File: src/rtl/esgd_pkg.sv
// shared types, codes and constants of the edge swipe gesture detector
// no dependencies; imported by every module of the block

package esgd_pkg;

  // default table depth and debug finger threshold
  localparam int unsigned MaxPointersDef = 32;
  localparam int unsigned DebugFingers   = 5;

  localparam logic [7:0] INVALID_ID = 8'hFF;

  // apb port geometry
  localparam int unsigned ApbAddrW = 5;
  localparam int unsigned ApbDataW = 32;

  // payload widths
  localparam int unsigned CoordW = 20;
  localparam int unsigned TimeW  = 32;
  localparam int unsigned RowW   = TimeW + 2 * CoordW;

  typedef enum logic [1:0] {
    KIND_FIRST_DOWN = 2'd0,
    KIND_EXTRA_DOWN = 2'd1,
    KIND_MOVE       = 2'd2,
    KIND_UP         = 2'd3
  } kind_e;

  typedef enum logic [1:0] {
    SW_NONE   = 2'd0,
    SW_TOP    = 2'd1,
    SW_BOTTOM = 2'd2,
    SW_RIGHT  = 2'd3
  } swipe_e;

  typedef enum logic [2:0] {
    REG_EDGE_ZONE      = 3'd0,
    REG_SWIPE_DISTANCE = 3'd1,
    REG_SCREEN_WIDTH   = 3'd2,
    REG_SCREEN_HEIGHT  = 3'd3,
    REG_SWIPE_TIMEOUT  = 3'd4
  } reg_idx_e;

  typedef enum logic [2:0] {
    ST_IDLE,
    ST_DECODE,
    ST_SEARCH,
    ST_FOUND,
    ST_TEST,
    ST_RESULT
  } state_e;

  typedef struct packed {
    logic [11:0] edge_zone;
    logic [11:0] swipe_distance;
    logic [14:0] screen_width;
    logic [14:0] screen_height;
    logic [15:0] swipe_timeout;
  } cfg_t;

  // controller to datapath
  typedef struct packed {
    logic latch_in;
    logic decode;
    logic step;
    logic hit;
    logic append;
    logic capture;
    logic mem_rd;
    logic test;
    logic load_out;
  } cmd_t;

  // datapath to controller
  typedef struct packed {
    kind_e kind;
    logic  swipe_armed;
    logic  in_range;
    logic  match;
    logic  can_append;
  } sts_t;

endpackage

File: src/rtl/esgd_cfg_regs.sv
// apb configuration registers of the edge swipe gesture detector
// depends on esgd_pkg

module esgd_cfg_regs (
  input  logic                          clk_i,
  input  logic                          rst_ni,
  input  logic                          psel,
  input  logic                          penable,
  input  logic                          pwrite,
  input  logic [esgd_pkg::ApbAddrW-1:0] paddr,
  input  logic [esgd_pkg::ApbDataW-1:0] pwdata,
  output logic [esgd_pkg::ApbDataW-1:0] prdata,
  output logic                          pready,
  output esgd_pkg::cfg_t                cfg_o
);
  import esgd_pkg::*;

  cfg_t cfg_q, cfg_d;
  logic wr_en;

  assign pready = 1'b1;
  assign wr_en  = psel && penable && pwrite;

  always_comb begin
    cfg_d = cfg_q;
    if (wr_en) begin
      unique case (paddr[4:2])
        REG_EDGE_ZONE:      cfg_d.edge_zone      = pwdata[11:0];
        REG_SWIPE_DISTANCE: cfg_d.swipe_distance = pwdata[11:0];
        REG_SCREEN_WIDTH:   cfg_d.screen_width   = pwdata[14:0];
        REG_SCREEN_HEIGHT:  cfg_d.screen_height  = pwdata[14:0];
        REG_SWIPE_TIMEOUT:  cfg_d.swipe_timeout  = pwdata[15:0];
        default: ;
      endcase
    end
  end

  always_ff @(posedge clk_i or negedge rst_ni) begin
    if (!rst_ni) begin
      cfg_q.edge_zone      <= 12'd48;
      cfg_q.swipe_distance <= 12'd48;
      cfg_q.screen_width   <= 15'd1080;
      cfg_q.screen_height  <= 15'd1920;
      cfg_q.swipe_timeout  <= 16'd500;
    end else begin
      cfg_q <= cfg_d;
    end
  end

  always_comb begin
    prdata = '0;
    unique case (paddr[4:2])
      REG_EDGE_ZONE:      prdata = {20'd0, cfg_q.edge_zone};
      REG_SWIPE_DISTANCE: prdata = {20'd0, cfg_q.swipe_distance};
      REG_SCREEN_WIDTH:   prdata = {17'd0, cfg_q.screen_width};
      REG_SCREEN_HEIGHT:  prdata = {17'd0, cfg_q.screen_height};
      REG_SWIPE_TIMEOUT:  prdata = {16'd0, cfg_q.swipe_timeout};
      default:            prdata = '0;
    endcase
  end

  assign cfg_o = cfg_q;

endmodule

File: src/rtl/esgd_datapath.sv
// datapath: sample registers, pointer table, start memory, swipe test, result regs
// depends on esgd_pkg; driven by esgd_ctrl commands

module esgd_datapath #(
  parameter int unsigned MAX_POINTERS = esgd_pkg::MaxPointersDef
) (
  input  logic                 clk_i,
  input  logic                 rst_ni,
  input  esgd_pkg::cfg_t       cfg_i,
  input  esgd_pkg::cmd_t       cmd_i,
  output esgd_pkg::sts_t       sts_o,
  input  logic [1:0]           kind_i,
  input  logic signed [7:0]    pointer_id_i,
  input  logic signed [19:0]   x_i,
  input  logic signed [19:0]   y_i,
  input  logic [31:0]          event_time_i,
  input  logic [7:0]           pointer_count_i,
  output logic [1:0]           swipe_o,
  output logic                 debug_fire_o
);
  import esgd_pkg::*;

  localparam int unsigned IdxW = (MAX_POINTERS > 1) ? $clog2(MAX_POINTERS) : 1;
  localparam int unsigned CntW = $clog2(MAX_POINTERS + 1);

  // latched sample
  kind_e       kind_q;
  logic [7:0]  id_q;
  logic [19:0] x_q, y_q;
  logic [31:0] t_q;
  logic [7:0]  pcnt_q;

  // gesture state
  logic [CntW-1:0]         count_q, idx_q;
  logic [IdxW-1:0]         slot_q;
  logic                    swipe_armed_q, debug_armed_q;
  logic [MAX_POINTERS-1:0] row_vld_q;
  swipe_e                  swipe_q;
  swipe_e                  swipe_test;

  // pointer id table and start memory
  logic [7:0]      ids_q [MAX_POINTERS];
  logic [RowW-1:0] mem_q [MAX_POINTERS];
  logic [RowW-1:0] rd_q;
  logic            rd_vld_q;

  logic [1:0] out_swipe_q;
  logic       out_dbg_q;

  always_ff @(posedge clk_i) begin
    if (cmd_i.latch_in) begin
      kind_q <= kind_e'(kind_i);
      id_q   <= pointer_id_i;
      x_q    <= x_i;
      y_q    <= y_i;
      t_q    <= event_time_i;
      pcnt_q <= pointer_count_i;
    end
  end

  assign sts_o.kind        = kind_q;
  assign sts_o.swipe_armed = swipe_armed_q;
  assign sts_o.in_range    = idx_q < count_q;
  assign sts_o.match       = ids_q[idx_q[IdxW-1:0]] == id_q;
  assign sts_o.can_append  = (count_q < CntW'(MAX_POINTERS)) && (id_q != INVALID_ID);

  logic dbg_fire;
  assign dbg_fire = (kind_q == KIND_EXTRA_DOWN) && debug_armed_q
                    && (pcnt_q >= 8'(DebugFingers));

  always_ff @(posedge clk_i or negedge rst_ni) begin
    if (!rst_ni) begin
      count_q       <= '0;
      idx_q         <= '0;
      slot_q        <= '0;
      swipe_armed_q <= 1'b0;
      debug_armed_q <= 1'b0;
      row_vld_q     <= '0;
      swipe_q       <= SW_NONE;
    end else begin
      if (cmd_i.decode) begin
        idx_q   <= '0;
        swipe_q <= SW_NONE;
        if (kind_q == KIND_FIRST_DOWN) begin
          swipe_armed_q <= 1'b1;
          debug_armed_q <= 1'b1;
          count_q       <= '0;
        end else if (kind_q == KIND_UP) begin
          swipe_armed_q <= 1'b0;
          debug_armed_q <= 1'b0;
        end
      end
      if (cmd_i.step) begin
        idx_q <= idx_q + 1'b1;
      end
      if (cmd_i.hit) begin
        slot_q <= idx_q[IdxW-1:0];
      end
      if (cmd_i.append) begin
        slot_q  <= count_q[IdxW-1:0];
        count_q <= count_q + 1'b1;
      end
      if (cmd_i.capture) begin
        row_vld_q[slot_q] <= 1'b1;
      end
      if (cmd_i.test) begin
        swipe_q <= swipe_test;
      end
      if (cmd_i.load_out) begin
        if (kind_q == KIND_EXTRA_DOWN && debug_armed_q) begin
          debug_armed_q <= pcnt_q < 8'(DebugFingers);
        end
        if (kind_q == KIND_MOVE) begin
          swipe_armed_q <= swipe_armed_q && (swipe_q == SW_NONE);
        end
      end
    end
  end

  always_ff @(posedge clk_i) begin
    if (cmd_i.append) begin
      ids_q[count_q[IdxW-1:0]] <= id_q;
    end
  end

  always_ff @(posedge clk_i) begin
    if (cmd_i.capture) begin
      mem_q[slot_q] <= {t_q, y_q, x_q};
    end
  end

  always_ff @(posedge clk_i) begin
    if (cmd_i.mem_rd) begin
      rd_q     <= mem_q[slot_q];
      rd_vld_q <= row_vld_q[slot_q];
    end
  end

  // swipe test against the start row; a row never captured reads as zero
  logic [19:0]        st_x, st_y;
  logic [31:0]        st_t, elapsed;
  logic signed [22:0] fx, fy, px, py, zone, travel, hgt, wid;
  logic               in_time, hit_top, hit_bottom, hit_right;

  assign st_x = rd_vld_q ? rd_q[19:0]  : '0;
  assign st_y = rd_vld_q ? rd_q[39:20] : '0;
  assign st_t = rd_vld_q ? rd_q[71:40] : '0;

  assign fx     = $signed({{3{st_x[19]}}, st_x});
  assign fy     = $signed({{3{st_y[19]}}, st_y});
  assign px     = $signed({{3{x_q[19]}}, x_q});
  assign py     = $signed({{3{y_q[19]}}, y_q});
  assign zone   = $signed({7'd0, cfg_i.edge_zone, 4'd0});
  assign travel = $signed({7'd0, cfg_i.swipe_distance, 4'd0});
  assign hgt    = $signed({4'd0, cfg_i.screen_height, 4'd0});
  assign wid    = $signed({4'd0, cfg_i.screen_width, 4'd0});

  // negative elapsed time always counts as in time
  assign elapsed = t_q - st_t;
  assign in_time = elapsed[31] || (elapsed < {16'd0, cfg_i.swipe_timeout});

  assign hit_top    = (fy <= zone) && (py > fy + travel);
  assign hit_bottom = (fy >= hgt - zone) && (py < fy - travel);
  assign hit_right  = (fx >= wid - zone) && (px < fx - travel);

  always_comb begin
    swipe_test = SW_NONE;
    if (in_time) begin
      if (hit_top) begin
        swipe_test = SW_TOP;
      end else if (hit_bottom) begin
        swipe_test = SW_BOTTOM;
      end else if (hit_right) begin
        swipe_test = SW_RIGHT;
      end
    end
  end

  always_ff @(posedge clk_i) begin
    if (cmd_i.load_out) begin
      out_swipe_q <= swipe_q;
      out_dbg_q   <= dbg_fire;
    end
  end

  assign swipe_o      = out_swipe_q;
  assign debug_fire_o = out_dbg_q;

endmodule

File: src/rtl/esgd_ctrl.sv
// controller state machine: request intake, id search, capture or test, result handoff
// depends on esgd_pkg; commands esgd_datapath

module esgd_ctrl (
  input  logic           clk_i,
  input  logic           rst_ni,
  input  logic           in_valid_i,
  output logic           in_ready_o,
  output logic           out_valid_o,
  input  logic           out_ready_i,
  input  esgd_pkg::sts_t sts_i,
  output esgd_pkg::cmd_t cmd_o
);
  import esgd_pkg::*;

  state_e state_q, state_d;
  logic   out_valid_q, out_valid_d;

  always_ff @(posedge clk_i or negedge rst_ni) begin
    if (!rst_ni) begin
      state_q     <= ST_IDLE;
      out_valid_q <= 1'b0;
    end else begin
      state_q     <= state_d;
      out_valid_q <= out_valid_d;
    end
  end

  always_comb begin
    state_d = state_q;
    cmd_o   = '0;
    unique case (state_q)
      ST_IDLE: begin
        if (in_valid_i) begin
          cmd_o.latch_in = 1'b1;
          state_d        = ST_DECODE;
        end
      end
      ST_DECODE: begin
        cmd_o.decode = 1'b1;
        if (sts_i.kind == KIND_UP) begin
          state_d = ST_RESULT;
        end else if (sts_i.kind == KIND_MOVE && !sts_i.swipe_armed) begin
          state_d = ST_RESULT;
        end else begin
          state_d = ST_SEARCH;
        end
      end
      ST_SEARCH: begin
        if (sts_i.in_range) begin
          if (sts_i.match) begin
            cmd_o.hit = 1'b1;
            state_d   = ST_FOUND;
          end else begin
            cmd_o.step = 1'b1;
          end
        end else if (sts_i.can_append) begin
          cmd_o.append = 1'b1;
          state_d      = ST_FOUND;
        end else begin
          state_d = ST_RESULT;
        end
      end
      ST_FOUND: begin
        if (sts_i.kind == KIND_MOVE) begin
          cmd_o.mem_rd = 1'b1;
          state_d      = ST_TEST;
        end else begin
          cmd_o.capture = 1'b1;
          state_d       = ST_RESULT;
        end
      end
      ST_TEST: begin
        cmd_o.test = 1'b1;
        state_d    = ST_RESULT;
      end
      ST_RESULT: begin
        if (!out_valid_q || out_ready_i) begin
          cmd_o.load_out = 1'b1;
          state_d        = ST_IDLE;
        end
      end
      default: state_d = ST_IDLE;
    endcase
  end

  assign out_valid_d = cmd_o.load_out || (out_valid_q && !out_ready_i);
  assign in_ready_o  = state_q == ST_IDLE;
  assign out_valid_o = out_valid_q;

endmodule

File: src/rtl/edge_swipe_gesture_detector.sv
// flow: for up or an unarmed move a request goes from decode straight to the result state;
// otherwise the id search runs first, then capture or the start-row read and swipe test
// one request at a time; the worst case is set by the linear pointer id search,
// which checks one table entry per cycle
// a new request is taken while the previous result still waits on the output
// reset: asynchronous active low; clears the pointer count, arm flags, row valid bits,
// output valid and restores the register defaults

module edge_swipe_gesture_detector #(
  parameter int unsigned MAX_POINTERS = esgd_pkg::MaxPointersDef
) (
  input  logic                          clk_i,
  input  logic                          rst_ni,
  input  logic                          psel,
  input  logic                          penable,
  input  logic                          pwrite,
  input  logic [esgd_pkg::ApbAddrW-1:0] paddr,
  input  logic [esgd_pkg::ApbDataW-1:0] pwdata,
  output logic [esgd_pkg::ApbDataW-1:0] prdata,
  output logic                          pready,
  input  logic                          in_valid_i,
  output logic                          in_ready_o,
  input  logic [1:0]                    kind_i,
  input  logic signed [7:0]             pointer_id_i,
  input  logic signed [19:0]            x_i,
  input  logic signed [19:0]            y_i,
  input  logic [31:0]                   event_time_i,
  input  logic [7:0]                    pointer_count_i,
  output logic                          out_valid_o,
  input  logic                          out_ready_i,
  output logic [1:0]                    swipe_o,
  output logic                          debug_fire_o
);
  import esgd_pkg::*;

  cfg_t cfg;
  cmd_t cmd;
  sts_t sts;

  esgd_cfg_regs u_cfg (
    .clk_i   (clk_i),
    .rst_ni  (rst_ni),
    .psel    (psel),
    .penable (penable),
    .pwrite  (pwrite),
    .paddr   (paddr),
    .pwdata  (pwdata),
    .prdata  (prdata),
    .pready  (pready),
    .cfg_o   (cfg)
  );

  esgd_ctrl u_ctrl (
    .clk_i       (clk_i),
    .rst_ni      (rst_ni),
    .in_valid_i  (in_valid_i),
    .in_ready_o  (in_ready_o),
    .out_valid_o (out_valid_o),
    .out_ready_i (out_ready_i),
    .sts_i       (sts),
    .cmd_o       (cmd)
  );

  esgd_datapath #(
    .MAX_POINTERS (MAX_POINTERS)
  ) u_dp (
    .clk_i           (clk_i),
    .rst_ni          (rst_ni),
    .cfg_i           (cfg),
    .cmd_i           (cmd),
    .sts_o           (sts),
    .kind_i          (kind_i),
    .pointer_id_i    (pointer_id_i),
    .x_i             (x_i),
    .y_i             (y_i),
    .event_time_i    (event_time_i),
    .pointer_count_i (pointer_count_i),
    .swipe_o         (swipe_o),
    .debug_fire_o    (debug_fire_o)
  );

`ifndef SYNTHESIS
  // a loaded result is offered on the next cycle
  assert property (@(posedge clk_i) disable iff (!rst_ni)
    cmd.load_out |=> out_valid_o)
    else $error("result load did not raise out_valid_o");

  // the block is busy right after taking a request
  assert property (@(posedge clk_i) disable iff (!rst_ni)
    (in_valid_i && in_ready_o) |=> !in_ready_o)
    else $error("request accepted while previous one in flight");

  // table and memory commands never overlap
  assert property (@(posedge clk_i) disable iff (!rst_ni)
    $onehot0({cmd.hit, cmd.append, cmd.capture, cmd.mem_rd, cmd.test, cmd.load_out}))
    else $error("overlapping datapath commands");

  // a single request never fires both a swipe and the debug gesture
  assert property (@(posedge clk_i) disable iff (!rst_ni)
    (out_valid_o && swipe_o != SW_NONE) |-> !debug_fire_o)
    else $error("swipe and debug fired together");
`endif

endmodule
File: config.mk
export PLATFORM = sky130hd
export DESIGN_NAME = edge_swipe_gesture_detector
export DESIGN_NICKNAME = d
export VERILOG_FILES = /design/src/rtl/esgd_pkg.sv /design/src/rtl/esgd_cfg_regs.sv /design/src/rtl/esgd_datapath.sv /design/src/rtl/esgd_ctrl.sv /design/src/rtl/edge_swipe_gesture_detector.sv
export SDC_FILE = /design/constraint.sdc
export NUM_CORES = 2
export LEC_CHECK = 0
export BUFFER_PORTS_ARGS = -buffer_cell sky130_fd_sc_hd__buf_2
export CAP_MARGIN = 15
export CORE_MARGIN = 10
export CORE_UTILIZATION = 49
export CTS_BUF_LIST = sky130_fd_sc_hd__clkbuf_4
export CTS_CLUSTER_DIAMETER = 80
export DETAILED_ROUTE_END_ITERATION = 8
export GPL_TIMING_DRIVEN = 0
export MAX_ROUTING_LAYER = met4
export PLACE_DENSITY_LB_ADDON = 0.12
export SYNTH_ARGS = -nofsm -noshare
export SYNTH_HDL_FRONTEND = slang
export SYNTH_SLANG_ARGS = --single-unit
File: constraint.sdc
create_clock -name clk_i -period 9.2 [get_ports clk_i]
set_clock_uncertainty 0.1 [all_clocks]
set_input_delay 0.92 -clock clk_i [delete_from_list [all_inputs] [get_ports clk_i]]
set_output_delay 0.92 -clock clk_i [all_outputs]
set_load 0.03 [all_outputs]
# Word-level counts from Yosys, hierarchy flattened
# Memory sizes are Yosys's and may differ from the RTL's. A register that Yosys moved wholly into a read port is not among the register bits.
# Index checks and enable logic that the tools add are counted.
op_classes:
  addsub: 8
  reduce_logical: 34
  bitwise: 1
  n_lt_le_gt_ge: 13
  muxes: 59
  eq_ne: 17
ops:
  columns: ["cell", "count"]
  rows:
  - ["$pmux 16 s5", 1]
  - ["$lt 20x21->1", 2]
  - ["$sub 20x17->21", 2]
  - ["$ge 20x20->1", 2]
  - ["$mux 20", 2]
  - ["$sub 19x16->20", 2]
  - ["$lt 32x16->1", 1]
  - ["$mux 32", 1]
  - ["$or 32x32->32", 1]
  - ["$sub 32x32->32", 1]
  - ["$mux 6", 5]
  - ["$mux 1", 29]
  - ["$mux 3", 8]
  - ["$add 20x17->21", 1]
  - ["$gt 20x21->1", 1]
  - ["$le 20x17->1", 1]
  - ["$pmux 3 s6", 1]
  - ["$mux 2", 8]
  - ["$add 6x1->6 const B", 2]
  - ["$eq 3x2->1 const B", 4]
  - ["$logic_and 1x1->1", 12]
  - ["$reduce_and 2->1", 6]
  - ["$mux 5", 2]
  - ["$reduce_bool 2->1", 5]
  - ["other kinds (22)", 32]
totals:
  wordCells: 157
  ff_bits: 221
  ramBits: 2560
  memories: 2
  out_inout_bits: 38
mem_list:
  columns: ["name", "depth", "word_bits", "read_ports", "rd_clocked_by_memory_dff", "wr", "line", "source"]
  rows:
  - ["u_dp.mem_q", 32, 72, 1, 1, 1, "esgd_datapath.sv:43", "logic [RowW-1:0] mem_q [MAX_POINTERS];"]
  - ["u_dp.ids_q", 32, 8, 1, 0, 1, "esgd_datapath.sv:42", "logic [7:0] ids_q [MAX_POINTERS];"]

# Logic depth before layout (Yosys ltp)
logic_depth:
  depth_word: 9
  depth_mapped: 28

# Modules after synthesis
# A second synthesis with hierarchy kept.
unflattened:
  hier_cells: 5703
  area_unflattened_um2: 114616.2
modules_own_cells:
  columns: ["mod", "area_per_inst_um2", "cells_each", "seq_area_each_um2", "n_inst"]
  rows:
  - ["esgd_datapath", 110877.6, 5414, 83184.8, 1]
  - ["esgd_cfg_regs", 3375.7, 243, 1774.2, 1]
  - ["esgd_ctrl", 362.8, 46, 100.1, 1]

# Least setup slack after synthesis
# Ideal clock, no wire load.
synth_timing:
  path_kind: "register -> register"
  from: "reg u_ctrl.state_q[0]"
  to: "reg u_dp.rd_q[0], read port of u_dp.mem_q, enable pin"
  synth_period_minus_slack_ns: 6.394
  path_slack_ns: 2.806
  t_required_ns: 8.506
  setup_time_ns: 0.594
  n_path_buf: 1
  path_stages_with_launch: 4
  arrival_time_ns: 5.700
  path_cell_list: "dfrtp_1 > clkbuf_1 > nand2_1 > nor3_1"
synth_lines:
  columns: ["element", "line", "source"]
  rows:
  - ["start: declaration", "esgd_ctrl.sv:16", "state_e state_q, state_d;"]
  - ["start signal: assignment", "esgd_ctrl.sv:24", "state_q <= state_d;"]
  - ["end: declaration", "esgd_datapath.sv:44", "logic [RowW-1:0] rd_q;"]

# Worst setup path after layout
layout_timing:
  from: "reg u_dp.rd_vld_q"
  to: "reg u_dp.swipe_q[1]"
layout_via:
  elab_chain_cells: 9
  word_cells_on_any_way: 23
  cone_classes: "4 x add/sub; 7 x order compare; 8 x mux; 4 x reduce/logical"
layout_lines:
  columns: ["element", "line", "source"]
  rows:
  - ["start: declaration", "esgd_datapath.sv:45", "logic rd_vld_q;"]
  - ["start signal: assignment", "esgd_datapath.sv:135", "rd_vld_q <= row_vld_q[slot_q];"]
  - ["$mux 20", "esgd_datapath.sv:145", "assign st_x = rd_vld_q ? rd_q[19:0] : '0;"]
  - ["$sub 20x17->21", "esgd_datapath.sv:164", "assign hit_right = (fx >= wid - zone) && (px < fx - travel);"]
  - ["$lt 20x21->1", "esgd_datapath.sv:164", null]
  - ["$logic_and 1x1->1", "esgd_datapath.sv:164", null]
  - ["$mux 2", "esgd_datapath.sv:173", "end else if (hit_right) begin"]
  - ["$mux 2", "esgd_datapath.sv:171", "end else if (hit_bottom) begin"]
  - ["$mux 2", "esgd_datapath.sv:169", "if (hit_top) begin"]
  - ["$mux 2 *", "esgd_datapath.sv:168", "if (in_time) begin"]
  - ["$mux 2 *", "esgd_datapath.sv:106", "if (cmd_i.test) begin"]
  - ["end signal: assignment", "esgd_datapath.sv:107", "swipe_q <= swipe_test;"]
  - ["end: declaration", "esgd_datapath.sv:38", "swipe_e swipe_q;"]
# Every way passes the cells marked *; elsewhere a longest branch is shown, timed or not.
# A chain may end at the register's enable or synchronous reset.

==> reports/metrics.yaml <==
run_status:
  status: "finished, final reports clean"
timing:
  final.setup.tns_ns: 0
  layout_setup_ws_ns: 0.270
  tightest_slew_ns: 1.36
  fin_crit_ns: 8.93
  setup_viol: 0
  fmax_mhz: 112
  hold_violations: 0
  fin_crit_sh: 0.971
  relSlewSlack: 0.0966
  rsz0062_at_grt: "false"
  maxSlewViolCount: 0
cts:
  cts_buffers: 739
  cts_root_buf: "clkbuf_4"
  h-tree-depth: 6
  clk_latency_ns: 1.51
  tritoncts: "done"
  clock_path_buffers: 4
  cts.clk_slew.worst_paths_ns: 0.07
  cts.sinks: 2853
synth:
  synthTopCellsByCount: "2726 x edfxtp_1, 623 x mux4_2, 309 x a22oi_1"
  ys_async_sr_fraction: 0.0445
  yosysMostFrequentCell: "edfxtp_1"
  synth_cell_types: 97
  synth.yosys.seq_area_share: 0.736
  syn-instance-count: 5924
  syn-cell-area_sq_um: 116000
  ys_top_cells_by_area: "edfxtp_1 71%, mux4_2 12%, dfrtp_1 2.4%"
  ys.flop_type: "edfxtp_1"
  synth_largest_area_cell: "edfxtp_1"
  avgSynthCellArea_sq_um: 19.5
  ys_ff_latch: 2853
  synth_edf_count: 2726
  synth_top_area_share: 0.708
  yosysWarnings: 0
placement:
  pre_cts_ws_ns: -1.99
  dp_hpwl_mm: 255
  portBuffers: 135
  gp_congestion: 0.897
routing:
  routed_wl_mm: 379
  wl_per_cell_um: 34.6
  detail_route.vias_per_cell: 6.30
  drt_iter0_markers: 9275
  ant_nets: 0
  drc_errors: 0
  drt_pass1_iterations: 6
  num_vias: 69100
worst_hold_path:
  hold_class: "in -> reg"
  worstHoldStart: "x_i[9]"
  hold_path_depth: 2
  holdPathEnd: "u_dp.x_q[9]"
global_route:
  grt_overflow: 0
  grt_max_degree: 66
  grt_pass1_vias: 68600
  antenna_found_initial: 15
  grt_pass1_wl_mm: 526
  groute.usage.overall: 0.300
power_and_ir_drop:
  p_switching_w: 0.00858
  power_frac_seq: 0.487
  powerDensity_nw_per_um2: 227
  p_leak_nw: 45.4
  p_clk_frac: 0.346
  ir_drop_mv: 0.174
  comb_power_share: 0.167
  power.internal_w: 0.0225
  switching_share: 0.276
worst_setup_path:
  critical_path_class: "reg -> reg"
  reg2reg_from: "u_dp.rd_vld_q"
  critPathLaunch: "u_dp.rd_vld_q"
  cp-start-kind: "flop"
  required_ns: 10.42
  cp_max_fo: 19
  regToRegEndpoint: "u_dp.swipe_q[1]"
  end_kind: "flop"
  reg2regPathDepth: 27
  rrSetupSlack_ns: 0.27
  worstPathArrival_ns: 10.15
die:
  core_area_sq_um: 235000
  dieArea_sq_um: 256000
  num_io_pins: 172
  die_h_um: 506
  num_rows: 178
  die_x_um: 506
  start_util: 0.492
finish:
  syn2layout_area_growth_pct: 18.6
  n_fill_cell: 17800
  drive_above_1_share: 0.306
  final_nets: 7607
job:
  maxCapViolCount: 0
## metal layers
layer	GRT usage	part of all wire	vias to the layer above
li1	-	-	27800
met1	0.396	0.38	36200
met2	0.452	0.47	4353
met3	0.0771	0.11	725
met4	0.114	0.040	0
met5	-	0	-
## metrics by stage
step           cells  power [W]  hold slack, ns  instance area, sq um  utilization
2_1_floorplan   5939     0.0185           0.333                116000            -
3_3_place_gp    9224     0.0202           0.345                120000        0.512
3_5_place_dp    9452     0.0204           0.348                125000        0.533
4_1_cts        10900     0.0312         0.00843                136000        0.580
5_1_grt        11000     0.0324          0.0724                137000        0.583
6_report       11000     0.0311           0.182                137000        0.583
## cells in the final DEF (no fill, tap or decap), types with 30 or more instances in the layout
| cell | n |
|---|---|
| a21o_1 | 40 |
| a21oi_1 | 120 |
| a22oi_1 | 309 |
| buf_1 | 70 |
| buf_12 | 120 |
| buf_16 | 73 |
| buf_2 | 157 |
| buf_4 | 31 |
| buf_8 | 49 |
| clkbuf_1 | 139 |
| clkbuf_2 | 41 |
| clkbuf_4 | 1065 |
| clkinv_1 | 162 |
| dfrtp_1 | 109 |
| dlygate4sd3_1 | 206 |
| edfxtp_1 | 2726 |
| ha_1 | 193 |
| inv_1 | 109 |
| mux2_2 | 49 |
| mux2i_1 | 62 |
| mux4_2 | 623 |
| nand2_1 | 173 |
| nand3_1 | 51 |
| nand4_1 | 104 |
| nor2_1 | 144 |
| nor2_4 | 32 |
| nor2b_1 | 30 |
| nor3_1 | 42 |
| o21ai_0 | 119 |
| or2_2 | 45 |
| xnor2_1 | 61 |
| xor2_1 | 36 |
## cell families after synthesis
kind of cell / Yosys count / share of synthesized area
simple gates: 758 / 0.0332
buf+inv: 420 / 0.0152
mux: 753 / 0.135
xor+xnor: 98 / 0.00755
other cells: 2 / 0.0000650
flops: 2853 / 0.736
fa+ha+maj: 204 / 0.0221
compound gates: 836 / 0.0505
## worst max path at each step
stage               cells after the start         endpoint
floorplan                               3     u_dp.rd_q[0]
global placement                        3     u_dp.rd_q[9]
detailed placement                     29  u_dp.swipe_q[1]
CTS                                    27  u_dp.swipe_q[1]
global route                           25  u_dp.swipe_q[1]
finish                                 27  u_dp.swipe_q[1]
## critical path, stage by stage (launching register included)
cell	delay (ns)
edfxtp_1	0.71
clkbuf_1	0.48
clkbuf_4	0.52
buf_4	0.50
clkbuf_1	0.47
buf_8	0.26
nand2_1	0.32
ha_1	0.36
inv_1	0.07
ha_1	0.20
o21ai_0	0.14
a2111oi_1	0.65
nor3_1	0.13
o311ai_2	0.48
a21oi_1	0.16
nand2b_1	0.11
a21oi_1	0.08
xor2_1	0.39
ha_1	0.34
a21o_1	0.16
a21o_1	0.17
a21oi_1	0.12
o21ai_0	0.11
a2111oi_0	0.46
o32ai_1	0.36
a211oi_2	0.49
o21bai_1	0.16
a22oi_1	0.20
## state kept, by name (all words and copies together), names as in the netlist, 3 cells and up
register / cells
u_dp.idx_q: 6
u_dp.pcnt_q: 8
u_dp.id_q: 8
u_dp.mem_q: 2304
u_cfg.cfg_o: 70
u_dp.row_vld_q: 32
u_dp.rd_q: 72
u_dp.t_q: 32
u_dp.slot_q: 5
u_dp.y_q: 20
u_dp.ids_q: 256
u_ctrl.state_q: 3
u_dp.count_q: 6
u_dp.x_q: 20
## timing repair
action	4_1_cts	5_1_grt
buffers inserted	0	0
pin swaps	0	0
setup endpoints to repair	2	2
hold buffers	207	0
endpoints found under the hold margin	310	0
resized for setup	3	3
## area by class of cell
class	instances	area, sq um	area share
diodes	15	37.5	0.000274
flip-flops and latches	2853	85100	0.620
inverters	111	417	0.00304
repair buffers	599	8040	0.0587
clock inverters	203	1120	0.00814
well taps	3150	3940	0.0288
plain buffers	307	1400	0.0102
multi-input cells	2666	29100	0.212
clock buffers	1064	7990	0.0583
## power groups by stage
stage | logic (W) | registers [W] | clock network [W]
floorplan | 0.00321 | 0.0153 | 0
finish | 0.00520 | 0.0151 | 0.0108
detailed placement | 0.00493 | 0.0155 | 0
CTS | 0.00503 | 0.0152 | 0.0109
global placement | 0.00469 | 0.0155 | 0
global route | 0.00554 | 0.0152 | 0.0117
(Power assumes the default switching activity.)
